### src/rtl/psgc_pkg.sv
// Package for the pulse integrator: field types, widths, bin codes and
// configuration register indexes. No dependencies; every other file imports it.
`default_nettype none

package psgc_pkg;

  // ADC sample width and the window length it is summed over.
  localparam int SAMPLE_BITS    = 12;
  localparam int WINDOW_BINS    = 8;
  localparam int BIN_BITS       = $clog2(WINDOW_BINS);
  localparam int SUM_BITS       = SAMPLE_BITS + BIN_BITS;

  // Register and result widths fixed by the field list.
  localparam int PED_BITS       = 15;
  localparam int GAIN_BITS      = 10;
  localparam int GAIN_FRAC_BITS = 6;
  localparam int ENERGY_BITS    = 19;
  localparam int CFG_DATA_BITS  = (PED_BITS > GAIN_BITS) ? PED_BITS : GAIN_BITS;

  // Internal arithmetic widths.
  localparam int DIFF_BITS      = (SUM_BITS > PED_BITS) ? SUM_BITS : PED_BITS;
  localparam int PROD_BITS      = SUM_BITS + GAIN_BITS;
  localparam int SCALED_BITS    = PROD_BITS - GAIN_FRAC_BITS;
  localparam int CMP_BITS       = (SCALED_BITS > ENERGY_BITS) ? SCALED_BITS : ENERGY_BITS;

  typedef logic [SAMPLE_BITS-1:0]   sample_t;
  typedef logic [BIN_BITS-1:0]      time_bin_t;
  typedef logic [SUM_BITS-1:0]      sum_t;
  typedef logic [PED_BITS-1:0]      pedestal_t;
  typedef logic [GAIN_BITS-1:0]     gain_t;
  typedef logic [ENERGY_BITS-1:0]   energy_t;
  typedef logic [CFG_DATA_BITS-1:0] cfg_data_t;
  typedef logic [1:0]               peak_flags_t;

  localparam sum_t      SUM_MAX     = '1;
  localparam energy_t   ENERGY_MAX  = '1;
  localparam gain_t     GAIN_UNITY  = gain_t'(1 << GAIN_FRAC_BITS);

  // Time bin codes with a special meaning.
  localparam time_bin_t BIN_START   = time_bin_t'(0);
  localparam time_bin_t BIN_REF     = time_bin_t'(2);
  localparam time_bin_t BIN_PEAK    = time_bin_t'(3);
  localparam time_bin_t BIN_FALL    = time_bin_t'(4);
  localparam time_bin_t BIN_LAST    = time_bin_t'(WINDOW_BINS - 1);

  // Peak flag patterns.
  localparam peak_flags_t FLAG_RISE = 2'b01;
  localparam peak_flags_t FLAG_FALL = 2'b10;
  localparam peak_flags_t FLAG_PEAK = 2'b11;

  // Configuration register indexes.
  typedef enum logic [0:0] {
    CFG_PEDESTAL = 1'b0,
    CFG_GAIN     = 1'b1
  } cfg_idx_t;

endpackage

`default_nettype wire

### src/rtl/psgc_if.sv
// Valid/ready channel interfaces for the pulse integrator: sample input,
// energy result and configuration write. Depends on psgc_pkg.
`default_nettype none

interface psgc_in_if import psgc_pkg::*; ();
  logic      valid;
  logic      ready;
  sample_t   sample;
  time_bin_t time_bin;

  modport source (output valid, sample, time_bin, input ready);
  modport sink   (input valid, sample, time_bin, output ready);
endinterface

interface psgc_out_if import psgc_pkg::*; ();
  logic    valid;
  logic    ready;
  energy_t energy;
  logic    valid_res;

  modport source (output valid, energy, valid_res, input ready);
  modport sink   (input valid, energy, valid_res, output ready);
endinterface

interface psgc_cfg_if import psgc_pkg::*; ();
  logic      valid;
  logic      ready;
  cfg_idx_t  index;
  cfg_data_t data;

  modport source (output valid, index, data, input ready);
  modport sink   (input valid, index, data, output ready);
endinterface

`default_nettype wire

### src/rtl/pulse_sum_peak_gain_correct.sv
// Top level of the pulse integrator with pedestal subtraction, gain
// correction and peak check. Depends on psgc_pkg and the psgc_if interfaces.
`default_nettype none

// Takes one ADC sample per beat, tagged with its time bin, and returns one
// result beat for every sample beat, in order. Bin 0 restarts the window sum
// and clears the peak flags; every other bin adds its sample with saturation.
// A peak is a bin 3 sample not below bin 2 followed by a bin 4 sample below
// bin 3. On bin 7 with a peak, energy = sat((max(sum - pedestal, 0) * gain)
// >> 6) and valid_res = 1; every other beat returns energy 0, valid_res 0.
// Rate: one sample beat per cycle, sustained, while the result side keeps
// up. The window state updates in the accept cycle and lands in the input
// register, then the pedestal subtraction, the 15 x 10 gain multiply and
// the saturation run in one pass into the output register that drives
// out_bus. Stalls ripple back from out_bus.ready, so in_bus.ready drops
// only when both registers are full.
// Configuration: index 0 = pedestal (15 bits, reset 0), index 1 = gain
// (10 bits, unsigned 4.6, reset 64 = 1.0). cfg_bus is always ready; write
// only while no result is pending.
module pulse_sum_peak_gain_correct
  import psgc_pkg::*;
(
  input  wire          clk,
  input  wire          rst_n,
  psgc_in_if.sink      in_bus,
  psgc_out_if.source   out_bus,
  psgc_cfg_if.sink     cfg_bus
);

  // Configuration registers.
  pedestal_t   pedestal_r;
  gain_t       gain_r;

  // Window state.
  sum_t        window_sum_r, window_sum_nxt;
  peak_flags_t peak_flags_r, peak_flags_nxt;
  sample_t     prev_sample_r, prev_sample_nxt;

  // Stage 1: updated sum and hit flag.
  logic        s1_v_r;
  logic        s1_hit_r, s1_hit_nxt;
  sum_t        s1_sum_r;

  // Stage 2: output register.
  logic        out_v_r;
  logic        out_hit_r;
  energy_t     out_energy_r, out_energy_nxt;

  logic        s2_ready, s1_ready;
  logic        in_fire;

  logic [SUM_BITS:0]      add_full;
  sum_t                   add_sat;
  logic [DIFF_BITS-1:0]   sum_x, ped_x;
  sum_t                   net_sum;
  logic [PROD_BITS-1:0]   product;
  logic [SCALED_BITS-1:0] scaled;
  logic [CMP_BITS-1:0]    scaled_x;

  // Ready chain: a stage takes a new beat when empty or when it drains.
  assign s2_ready     = !out_v_r || out_bus.ready;
  assign s1_ready     = !s1_v_r || s2_ready;
  assign in_bus.ready = s1_ready;
  assign in_fire      = in_bus.valid && s1_ready;

  assign cfg_bus.ready = 1'b1;

  // Window state update: one saturating add and one compare.
  always_comb begin
    add_full        = {1'b0, window_sum_r} + (SUM_BITS + 1)'(in_bus.sample);
    add_sat         = add_full[SUM_BITS] ? SUM_MAX : add_full[SUM_BITS-1:0];
    window_sum_nxt  = add_sat;
    peak_flags_nxt  = peak_flags_r;
    prev_sample_nxt = prev_sample_r;
    unique case (in_bus.time_bin)
      BIN_START: begin
        // restart the window
        window_sum_nxt  = SUM_BITS'(in_bus.sample);
        peak_flags_nxt  = '0;
        prev_sample_nxt = '0;
      end
      BIN_REF: begin
        prev_sample_nxt = in_bus.sample;
      end
      BIN_PEAK: begin
        // rising edge resets the flags to rise only
        if (in_bus.sample >= prev_sample_r) begin
          peak_flags_nxt = FLAG_RISE;
        end
        prev_sample_nxt = in_bus.sample;
      end
      BIN_FALL: begin
        if (in_bus.sample < prev_sample_r) begin
          peak_flags_nxt = peak_flags_r | FLAG_FALL;
        end
      end
      default: begin
      end
    endcase
    s1_hit_nxt = (in_bus.time_bin == BIN_LAST) && (peak_flags_nxt == FLAG_PEAK);
  end

  // Pedestal subtraction clamped at zero, gain multiply, drop the fraction,
  // saturate to the result width; a beat without a peak gets zero.
  always_comb begin
    sum_x    = DIFF_BITS'(s1_sum_r);
    ped_x    = DIFF_BITS'(pedestal_r);
    net_sum  = (sum_x > ped_x) ? SUM_BITS'(sum_x - ped_x) : '0;
    product  = PROD_BITS'(net_sum) * PROD_BITS'(gain_r);
    scaled   = product[PROD_BITS-1:GAIN_FRAC_BITS];
    scaled_x = CMP_BITS'(scaled);
    if (!s1_hit_r) begin
      out_energy_nxt = '0;
    end else if (scaled_x > CMP_BITS'(ENERGY_MAX)) begin
      out_energy_nxt = ENERGY_MAX;
    end else begin
      out_energy_nxt = ENERGY_BITS'(scaled_x);
    end
  end

  // Configuration writes.
  always_ff @(posedge clk) begin
    if (!rst_n) begin
      pedestal_r <= '0;
      gain_r     <= GAIN_UNITY;
    end else if (cfg_bus.valid) begin
      unique case (cfg_bus.index)
        CFG_PEDESTAL: pedestal_r <= PED_BITS'(cfg_bus.data);
        CFG_GAIN:     gain_r     <= cfg_bus.data[GAIN_BITS-1:0];
        default:      ;
      endcase
    end
  end

  // Window state: advance on every accepted sample beat.
  always_ff @(posedge clk) begin
    if (!rst_n) begin
      window_sum_r  <= '0;
      peak_flags_r  <= '0;
      prev_sample_r <= '0;
    end else if (in_fire) begin
      window_sum_r  <= window_sum_nxt;
      peak_flags_r  <= peak_flags_nxt;
      prev_sample_r <= prev_sample_nxt;
    end
  end

  // Pipeline valids.
  always_ff @(posedge clk) begin
    if (!rst_n) begin
      s1_v_r  <= 1'b0;
      out_v_r <= 1'b0;
    end else begin
      if (s1_ready) begin
        s1_v_r <= in_bus.valid;
      end
      if (s2_ready) begin
        out_v_r <= s1_v_r;
      end
    end
  end

  // Pipeline payload: hold while the stage is stalled.
  always_ff @(posedge clk) begin
    if (s1_ready) begin
      s1_sum_r <= window_sum_nxt;
      s1_hit_r <= s1_hit_nxt;
    end
    if (s2_ready) begin
      out_energy_r <= out_energy_nxt;
      out_hit_r    <= s1_hit_r;
    end
  end

  assign out_bus.valid     = out_v_r;
  assign out_bus.energy    = out_energy_r;
  assign out_bus.valid_res = out_hit_r;

`ifndef SYNTH
  // A result without a peak carries zero energy.
  a_no_peak_zero: assert property (@(posedge clk) disable iff (!rst_n)
    out_bus.valid && !out_bus.valid_res |-> out_bus.energy == '0)
    else $error("energy non-zero on a result without a peak");

  // Bin 0 clears the peak history.
  a_start_clears: assert property (@(posedge clk) disable iff (!rst_n)
    in_fire && in_bus.time_bin == BIN_START |=> peak_flags_r == '0 && prev_sample_r == '0)
    else $error("window restart did not clear peak state");

  // Within a window the sum never falls.
  a_sum_monotonic: assert property (@(posedge clk) disable iff (!rst_n)
    in_fire && in_bus.time_bin != BIN_START |=> window_sum_r >= $past(window_sum_r))
    else $error("window sum decreased inside a window");

  // An accepted beat always lands in stage 1.
  a_accept_lands: assert property (@(posedge clk) disable iff (!rst_n)
    in_fire |=> s1_v_r)
    else $error("accepted sample beat lost at stage 1");
`endif

endmodule

`default_nettype wire

### src/flat_wrapper.sv
// flat-port wrapper written by rule: the top's interface ports become plain ports
module pulse_sum_peak_gain_correct_flat import psgc_pkg::*;
  (clk, rst_n, in_bus_valid, in_bus_sample, in_bus_time_bin, in_bus_ready, out_bus_valid, out_bus_energy, out_bus_valid_res, out_bus_ready, cfg_bus_valid, cfg_bus_index, cfg_bus_data, cfg_bus_ready);
  psgc_in_if in_bus_i ();
  psgc_out_if out_bus_i ();
  psgc_cfg_if cfg_bus_i ();
  input  wire clk;
  input  wire rst_n;
  input wire logic [$bits(in_bus_i.valid)-1:0] in_bus_valid;
  input wire logic [$bits(in_bus_i.sample)-1:0] in_bus_sample;
  input wire logic [$bits(in_bus_i.time_bin)-1:0] in_bus_time_bin;
  output wire logic [$bits(in_bus_i.ready)-1:0] in_bus_ready;
  output wire logic [$bits(out_bus_i.valid)-1:0] out_bus_valid;
  output wire logic [$bits(out_bus_i.energy)-1:0] out_bus_energy;
  output wire logic [$bits(out_bus_i.valid_res)-1:0] out_bus_valid_res;
  input wire logic [$bits(out_bus_i.ready)-1:0] out_bus_ready;
  input wire logic [$bits(cfg_bus_i.valid)-1:0] cfg_bus_valid;
  input wire logic [$bits(cfg_bus_i.index)-1:0] cfg_bus_index;
  input wire logic [$bits(cfg_bus_i.data)-1:0] cfg_bus_data;
  output wire logic [$bits(cfg_bus_i.ready)-1:0] cfg_bus_ready;
  assign in_bus_i.valid = in_bus_valid;
  assign in_bus_i.sample = in_bus_sample;
  assign in_bus_i.time_bin = in_bus_time_bin;
  assign in_bus_ready = in_bus_i.ready;
  assign out_bus_valid = out_bus_i.valid;
  assign out_bus_energy = out_bus_i.energy;
  assign out_bus_valid_res = out_bus_i.valid_res;
  assign out_bus_i.ready = out_bus_ready;
  assign cfg_bus_i.valid = cfg_bus_valid;
  assign cfg_bus_i.index = cfg_bus_index;
  assign cfg_bus_i.data = cfg_bus_data;
  assign cfg_bus_ready = cfg_bus_i.ready;
  pulse_sum_peak_gain_correct u_core (.clk(clk), .rst_n(rst_n), .in_bus(in_bus_i), .out_bus(out_bus_i), .cfg_bus(cfg_bus_i));
endmodule
### config.mk
export PLATFORM = sky130hd
export DESIGN_NAME = pulse_sum_peak_gain_correct_flat
export DESIGN_NICKNAME = d
export VERILOG_FILES = /design/src/rtl/psgc_pkg.sv /design/src/rtl/psgc_if.sv /design/src/rtl/pulse_sum_peak_gain_correct.sv /design/src/flat_wrapper.sv
export SDC_FILE = /design/constraint.sdc
export NUM_CORES = 1
export LEC_CHECK = 0
export ABC_AREA = 1
export BUFFER_PORTS_ARGS = -buffer_cell sky130_fd_sc_hd__clkbuf_2
export CORE_MARGIN = 8
export CORE_UTILIZATION = 50
export CTS_BUF_LIST = sky130_fd_sc_hd__clkbuf_16
export CTS_CLUSTER_DIAMETER = 50
export DETAILED_ROUTE_END_ITERATION = 10
export GPL_ROUTABILITY_DRIVEN = 1
export PLACE_DENSITY_LB_ADDON = 0.08
export RECOVER_POWER = 25
export SYNTH_ARGS = -nofsm -noshare
export SYNTH_HDL_FRONTEND = slang
export SYNTH_SLANG_ARGS = --single-unit
export TNS_END_PERCENT = 1
### constraint.sdc
create_clock -name clk -period 12.2 [get_ports clk]
set_input_delay 1.83 -clock clk [delete_from_list [all_inputs] [get_ports clk]]
set_output_delay 1.83 -clock clk [all_outputs]
set_load 0.03 [all_outputs]
# After elaboration in Yosys (flattened, before gate mapping)
# Cells that the tools add are included.
# word_totals
output_inout_bits,23
latch_bits,0
input_bits,36
register_bits,92
wordCells,44
n_memories,0
mem_bits_ro,0
ram_bits,0
# classes
n_eq_ne,5
mux,8
n_bitwise,1
reduce_logical,12
shifts,0
mul,1
div,0
addsub,2
n_lt_le_gt_ge,4
# op_table
cell,count
two-way mux 15 bit,3
multiplier 15 x 10 -> 25 bit,1
case mux 12 bit (2 select lines),1
"greater-than comparator 19 bit, second input constant",1
two-way mux 19 bit,1
adder 15 x 12 -> 16 bit,1
greater-than comparator 15 bit,1
subtractor 15 bit,1
>= comparator 12 bit,1
< comparator 12 bit,1
"== test 3 x 2 -> 1 bit, second input constant",2
"== test 3 bit, second input constant",2
case mux 2 bit (3 select lines),1
AND reduction 2 bit,3
two-way mux 2 bit,2
logical NOT 3 bit,1
"== test 2 bit, second input constant",1
logical AND 1 bit,2
logical NOT 1 bit,2
logical OR 1 bit,2
nonzero test 2 bit,1
OR reduction 2 bit,1
NOT 1 bit,1

# Logic depth before layout (Yosys ltp)
# logic_depth
depth_word,5
ltp_mapped,35
ltp_nobuf,34

# Worst setup path before layout
# OpenSTA, ideal clock, no wires.
# synth_timing
kind,register to register
from,register u_core.s1_sum_r[0]
to,register u_core.out_energy_r[16] (netlist: u_core.out_bus.energy[16]) (data pin)
setup_ps,253
synth_period_minus_slack_ps,6302
required_time_ps,11947
path_slack_ps,5898
arrival_ps,6049
stages_incl_launch_ff,32
path_buffers,0
path_cell_list,edfxtp_1 inv_1 ha_1 fa_1 o21ai_0 inv_1 o221ai_1 nand2_1 nand2_1 nand3_1 nand2_1 xnor2_1 nor2_2 nand2_1 fa_1 inv_1 fa_1 fa_1 fa_1 inv_1 fa_1 inv_1 ha_1 a21oi_1 o21a_1 inv_1 a21oi_1 inv_1 a221oi_1 nand2_1 nor2_1 nor2_1
# synth_between
elab_chain_len,5
word_cells_on_any_way,6
classes_between,1 x add/sub; 1 x mul; 2 x order compare; 2 x mux
# synth_rtl
item,line_no,text
from (decl),pulse_sum_peak_gain_correct.sv:42,sum_t s1_sum_r;
from (signal assigned),pulse_sum_peak_gain_correct.sv:166,s1_sum_r <= window_sum_nxt;
subtractor 15 bit or greater-than comparator 15 bit (tied branches),pulse_sum_peak_gain_correct.sv:108,net_sum = (sum_x > ped_x) ? SUM_BITS'(sum_x - ped_x) : '0;
two-way mux 15 bit (*),pulse_sum_peak_gain_correct.sv:108,
multiplier 15 x 10 -> 25 bit (*),pulse_sum_peak_gain_correct.sv:109,product = PROD_BITS'(net_sum) * PROD_BITS'(gain_r);
greater-than comparator 19 bit,pulse_sum_peak_gain_correct.sv:114,end else if (scaled_x > CMP_BITS'(ENERGY_MAX)) begin
two-way mux 19 bit (*),pulse_sum_peak_gain_correct.sv:114,
to (signal assigned),pulse_sum_peak_gain_correct.sv:170,out_energy_r <= out_energy_nxt;
to (decl),pulse_sum_peak_gain_correct.sv:47,"energy_t out_energy_r, out_energy_nxt;"
# Mark *: on every way between the ends. The rest lies on a longest branch, timed or not.
# A chain may end at the register's enable or synchronous reset.

# Worst setup path after layout
# Ends and elaborated chain as after synthesis.

==> metrics <==
yosys warns=0; I/O pin cnt=between 50 and 60; first-pass GRT wire length=a little over 40000 um; ys flop type=dfxtp_1; Final Max Tran Viols=43; post-DR vias/cell=~5.2; Final period util=57.7%; cell mode on critical path=inv_1; RSZ-0062 raised after global routing=no; via count=between 8k and 9k; Netlist cell types=42; Hold-fix buffers, CTS=0; WS Path Type=flop to flop; Area Overhead vs Synth=8.14%; leading area contributor after synthesis=fa_1; CTS Buffer Depth=2; Root Buffer=clkbuf_16; final hold slack=about 0.46 ns; port buffer count=57; failing checks=capacitance limit, slew limit; final worst slack=5.16 ns; Worst EP required=about 12 ns; setup violators final=0; Die Ht=about 160 um; min cycle time layout=between 7 and 8 ns; cell with the most instances after synthesis=inv_1; fin nets=between 1.5k and 2k; CTS tree=done; critical path arrival=7.16 ns; Post-synth top cells=241 x inv_1, 183 x nand2_1, 155 x nor2_1; Synth Cell Area=9770 sq um; Clk pin slew, worst setup/hold paths=around 0.07 ns; largest net degree at the start of global routing=43; Hold Path Depth=2; Core Util, Final=a little over half; EDFF count, synth=36; DP HPWL=around 20000 um; register bit total from synthesis=92; Synth area leaders=fa_1 21%, ha_1 12%, dfxtp_1 11%, edfxtp_1 11%, inv_1 9.3%; post-CTS setup buffer count=0; CP peak stage delay=approximately 0.55 ns; dpl ws=slightly above 5 ns; final hold vios=0; Synth Area in Compound Gates=12.2%; worst slew pin tran=about 1.6 ns; placed insts=around 1.5k; maximum fanout along the worst path=9; Skew-Pair Late Insertion Delay=around 0.36 ns; Rows=51; CP max stage cell=fa_1; routed wire length per instance=~15 um; Slew HR=-6.73%; fillers=1889; Leak=roughly 5.3 nW; PostCTS Resize Cnt=0; CTS sink cnt=between 90 and 100; GPL Wtd Cong=approximately 0.93; Routed Antenna Nets=0; Antenna Cells=0; CP Capture Type=flop; register area share after synthesis=between 20 and 25%; FFs w/ async S/R, synth=0%; Synth Area in XOR/XNOR=2.42%; post-synthesis mux area share=0%; antenna violations before repair=0; simple-gate share of the synthesized area=a little under a fifth; grt ovf=0; f_max=between 100 and 150 MHz; reg2reg setup slack=between 5 and 6 ns; die width=156 um; Die ar.=approximately 24000 sq um; Synthesized Nets=around 1.5k; CTS buffer count=9; vias in the first global route=between 8k and 9k; area share of the largest cell type after synthesis=a little over a fifth; R2R depth=31; Startpoint Class=flop; Power Density=193 nW/um^2; Non-Filler Instances=approximately 1.6k; hold path endpoint=u_core.out_bus.valid$_SDFFE_PN0P_; Post-Synth Adder-Cell Area=between 30 and 40%; r2r endpoint=u_core.out_bus.energy[16]$_SDFFCE_PN0P_; H-tree depth=3; run status=finished, violations left; total core area=approximately 19000 sq um; Hold Crit Class=flop to flop; Initial Utilization=50.6%; cells after synthesis=approximately 1.2k; Reg-to-Reg Start=u_core.s1_sum_r[0]$_DFFE_PN_; Iter 0 DRT Violations=413; Total Routing Usage GR=about a fifth; drt pass-1 iters=5; share of post-route cells with drive strength above 1=about 8.3%; Post-Syn Area per Cell=about 7.8 sq um; max_cap viols=1; Total Wirelength=about 24000 um; drt drc=0; setup TNS=0 ns; clk_skew=0.00869 ns; largest family of logic cells by synthesized area=adder cells; maximum vdd drop=~0.093 mV; hold_sp=u_core.s1_v_r$_SDFFE_PN0N_
layout make-up:
| cell class | instances | area (sq um) | share of cell area (%) |
|---|---|---|---|
| clock buffer | 9 | 225 | 2.13 |
| inverter | 245 | 920 | 8.70 |
| clock inverter | 7 | 72.6 | 0.687 |
| sequential | 92 | 2200 | 20.8 |
| multi-input combinational | 883 | 6530 | 61.8 |
| tap | 265 | 332 | 3.14 |
| timing repair buffer | 58 | 287 | 2.71 |
cells in the final DEF (no fill, tap or decap), types with 4 or more instances in the layout:
master / count
a31oi_1: 9
xor2_1: 13
nand2_1: 183
xnor2_1: 14
clkinv_1: 5
a21oi_1: 116
nand4_1: 4
clkbuf_1: 5
o211ai_1: 4
nor2_1: 155
ha_1: 97
inv_1: 241
fa_1: 103
clkbuf_2: 52
nor3_1: 13
o22ai_1: 4
or2_2: 12
o21a_1: 5
nand3_1: 42
dfxtp_1: 56
nand2_2: 15
o21ai_0: 66
nand3_2: 4
edfxtp_1: 36
clkbuf_16: 9
routing by layer:
layer	routed length (um)	GRT usage (%)
met3	1170	3.30
met1	10600	26.2
met4	659	7.44
met2	11800	37.3
met5	0	0
registers in the layout, summed over array words and instances (netlist names):
register                  flops
u_core.s1_v_r                 1
u_core.prev_sample_r         12
u_core.gain_r                10
u_core.out_bus.valid          1
u_core.out_bus.valid_res      1
u_core.ped_x                 15
u_core.out_bus.energy        19
u_core.peak_flags_r           2
u_core.s1_sum_r              15
u_core.window_sum_r          15
u_core.s1_hit_r               1
stage by stage:
| stage | power [mW] | instance area, sq um |
|---|---|---|
| finish | 2.04 | 10600 |
| global route | 2.29 | 10600 |
| CTS | 2.05 | 10600 |
| detailed placement | 1.75 | 10300 |
| global placement | 1.74 | 10300 |
| floorplan | 1.42 | 9770 |
worst max-delay path, delay by kind of cell (launching register included):
kind            cells  cell delay, ns
xor+xnor            1            0.14
simple gates        9            1.17
flops               1            0.32
fa+ha+maj           8            3.53
buf+inv             7            0.41
compound gates      6            1.26
worst max path at each step:
stage,from,end,slack (ns),cells after the start
global placement,u_core.s1_sum_r[0]$_DFFE_PN_,u_core.out_bus.energy[16]$_SDFFCE_PN0P_,5.19,31
CTS,u_core.s1_sum_r[0]$_DFFE_PN_,u_core.out_bus.energy[16]$_SDFFCE_PN0P_,5.14,31
floorplan,u_core.s1_sum_r[0]$_DFFE_PN_,u_core.out_bus.energy[16]$_SDFFCE_PN0P_,5.90,31
detailed placement,u_core.s1_sum_r[0]$_DFFE_PN_,u_core.out_bus.energy[16]$_SDFFCE_PN0P_,5.14,31
global route,u_core.s1_sum_r[0]$_DFFE_PN_,u_core.out_bus.energy[14]$_SDFFCE_PN0P_,4.58,29
finish,u_core.s1_sum_r[0]$_DFFE_PN_,u_core.out_bus.energy[16]$_SDFFCE_PN0P_,5.16,31
where the power goes:
part	internal [mW]	total, mW	switching [mW]	leakage (nW)
combinational	0.477	1.38	0.905	4.28
sequential	0.353	0.370	0.0172	0.872
clock	0.160	0.292	0.132	0.145
total	0.989	2.04	1.05	5.29
kinds of logic (layout without fill, tap and decap cells):
| family | count (synthesis) | in the layout |
|---|---|---|
| adder cells (fa/ha/maj) | 200 | 200 |
| flip-flops | 92 | 92 |
| buffers and inverters | 274 | 319 |
| XOR/XNOR | 27 | 27 |
| AND/OR/NAND/NOR | 434 | 434 |
| other | 1 | 1 |
| AO/OA/AOI/OAI | 221 | 221 |
No activity file was read; power rests on OpenSTA's default activity.
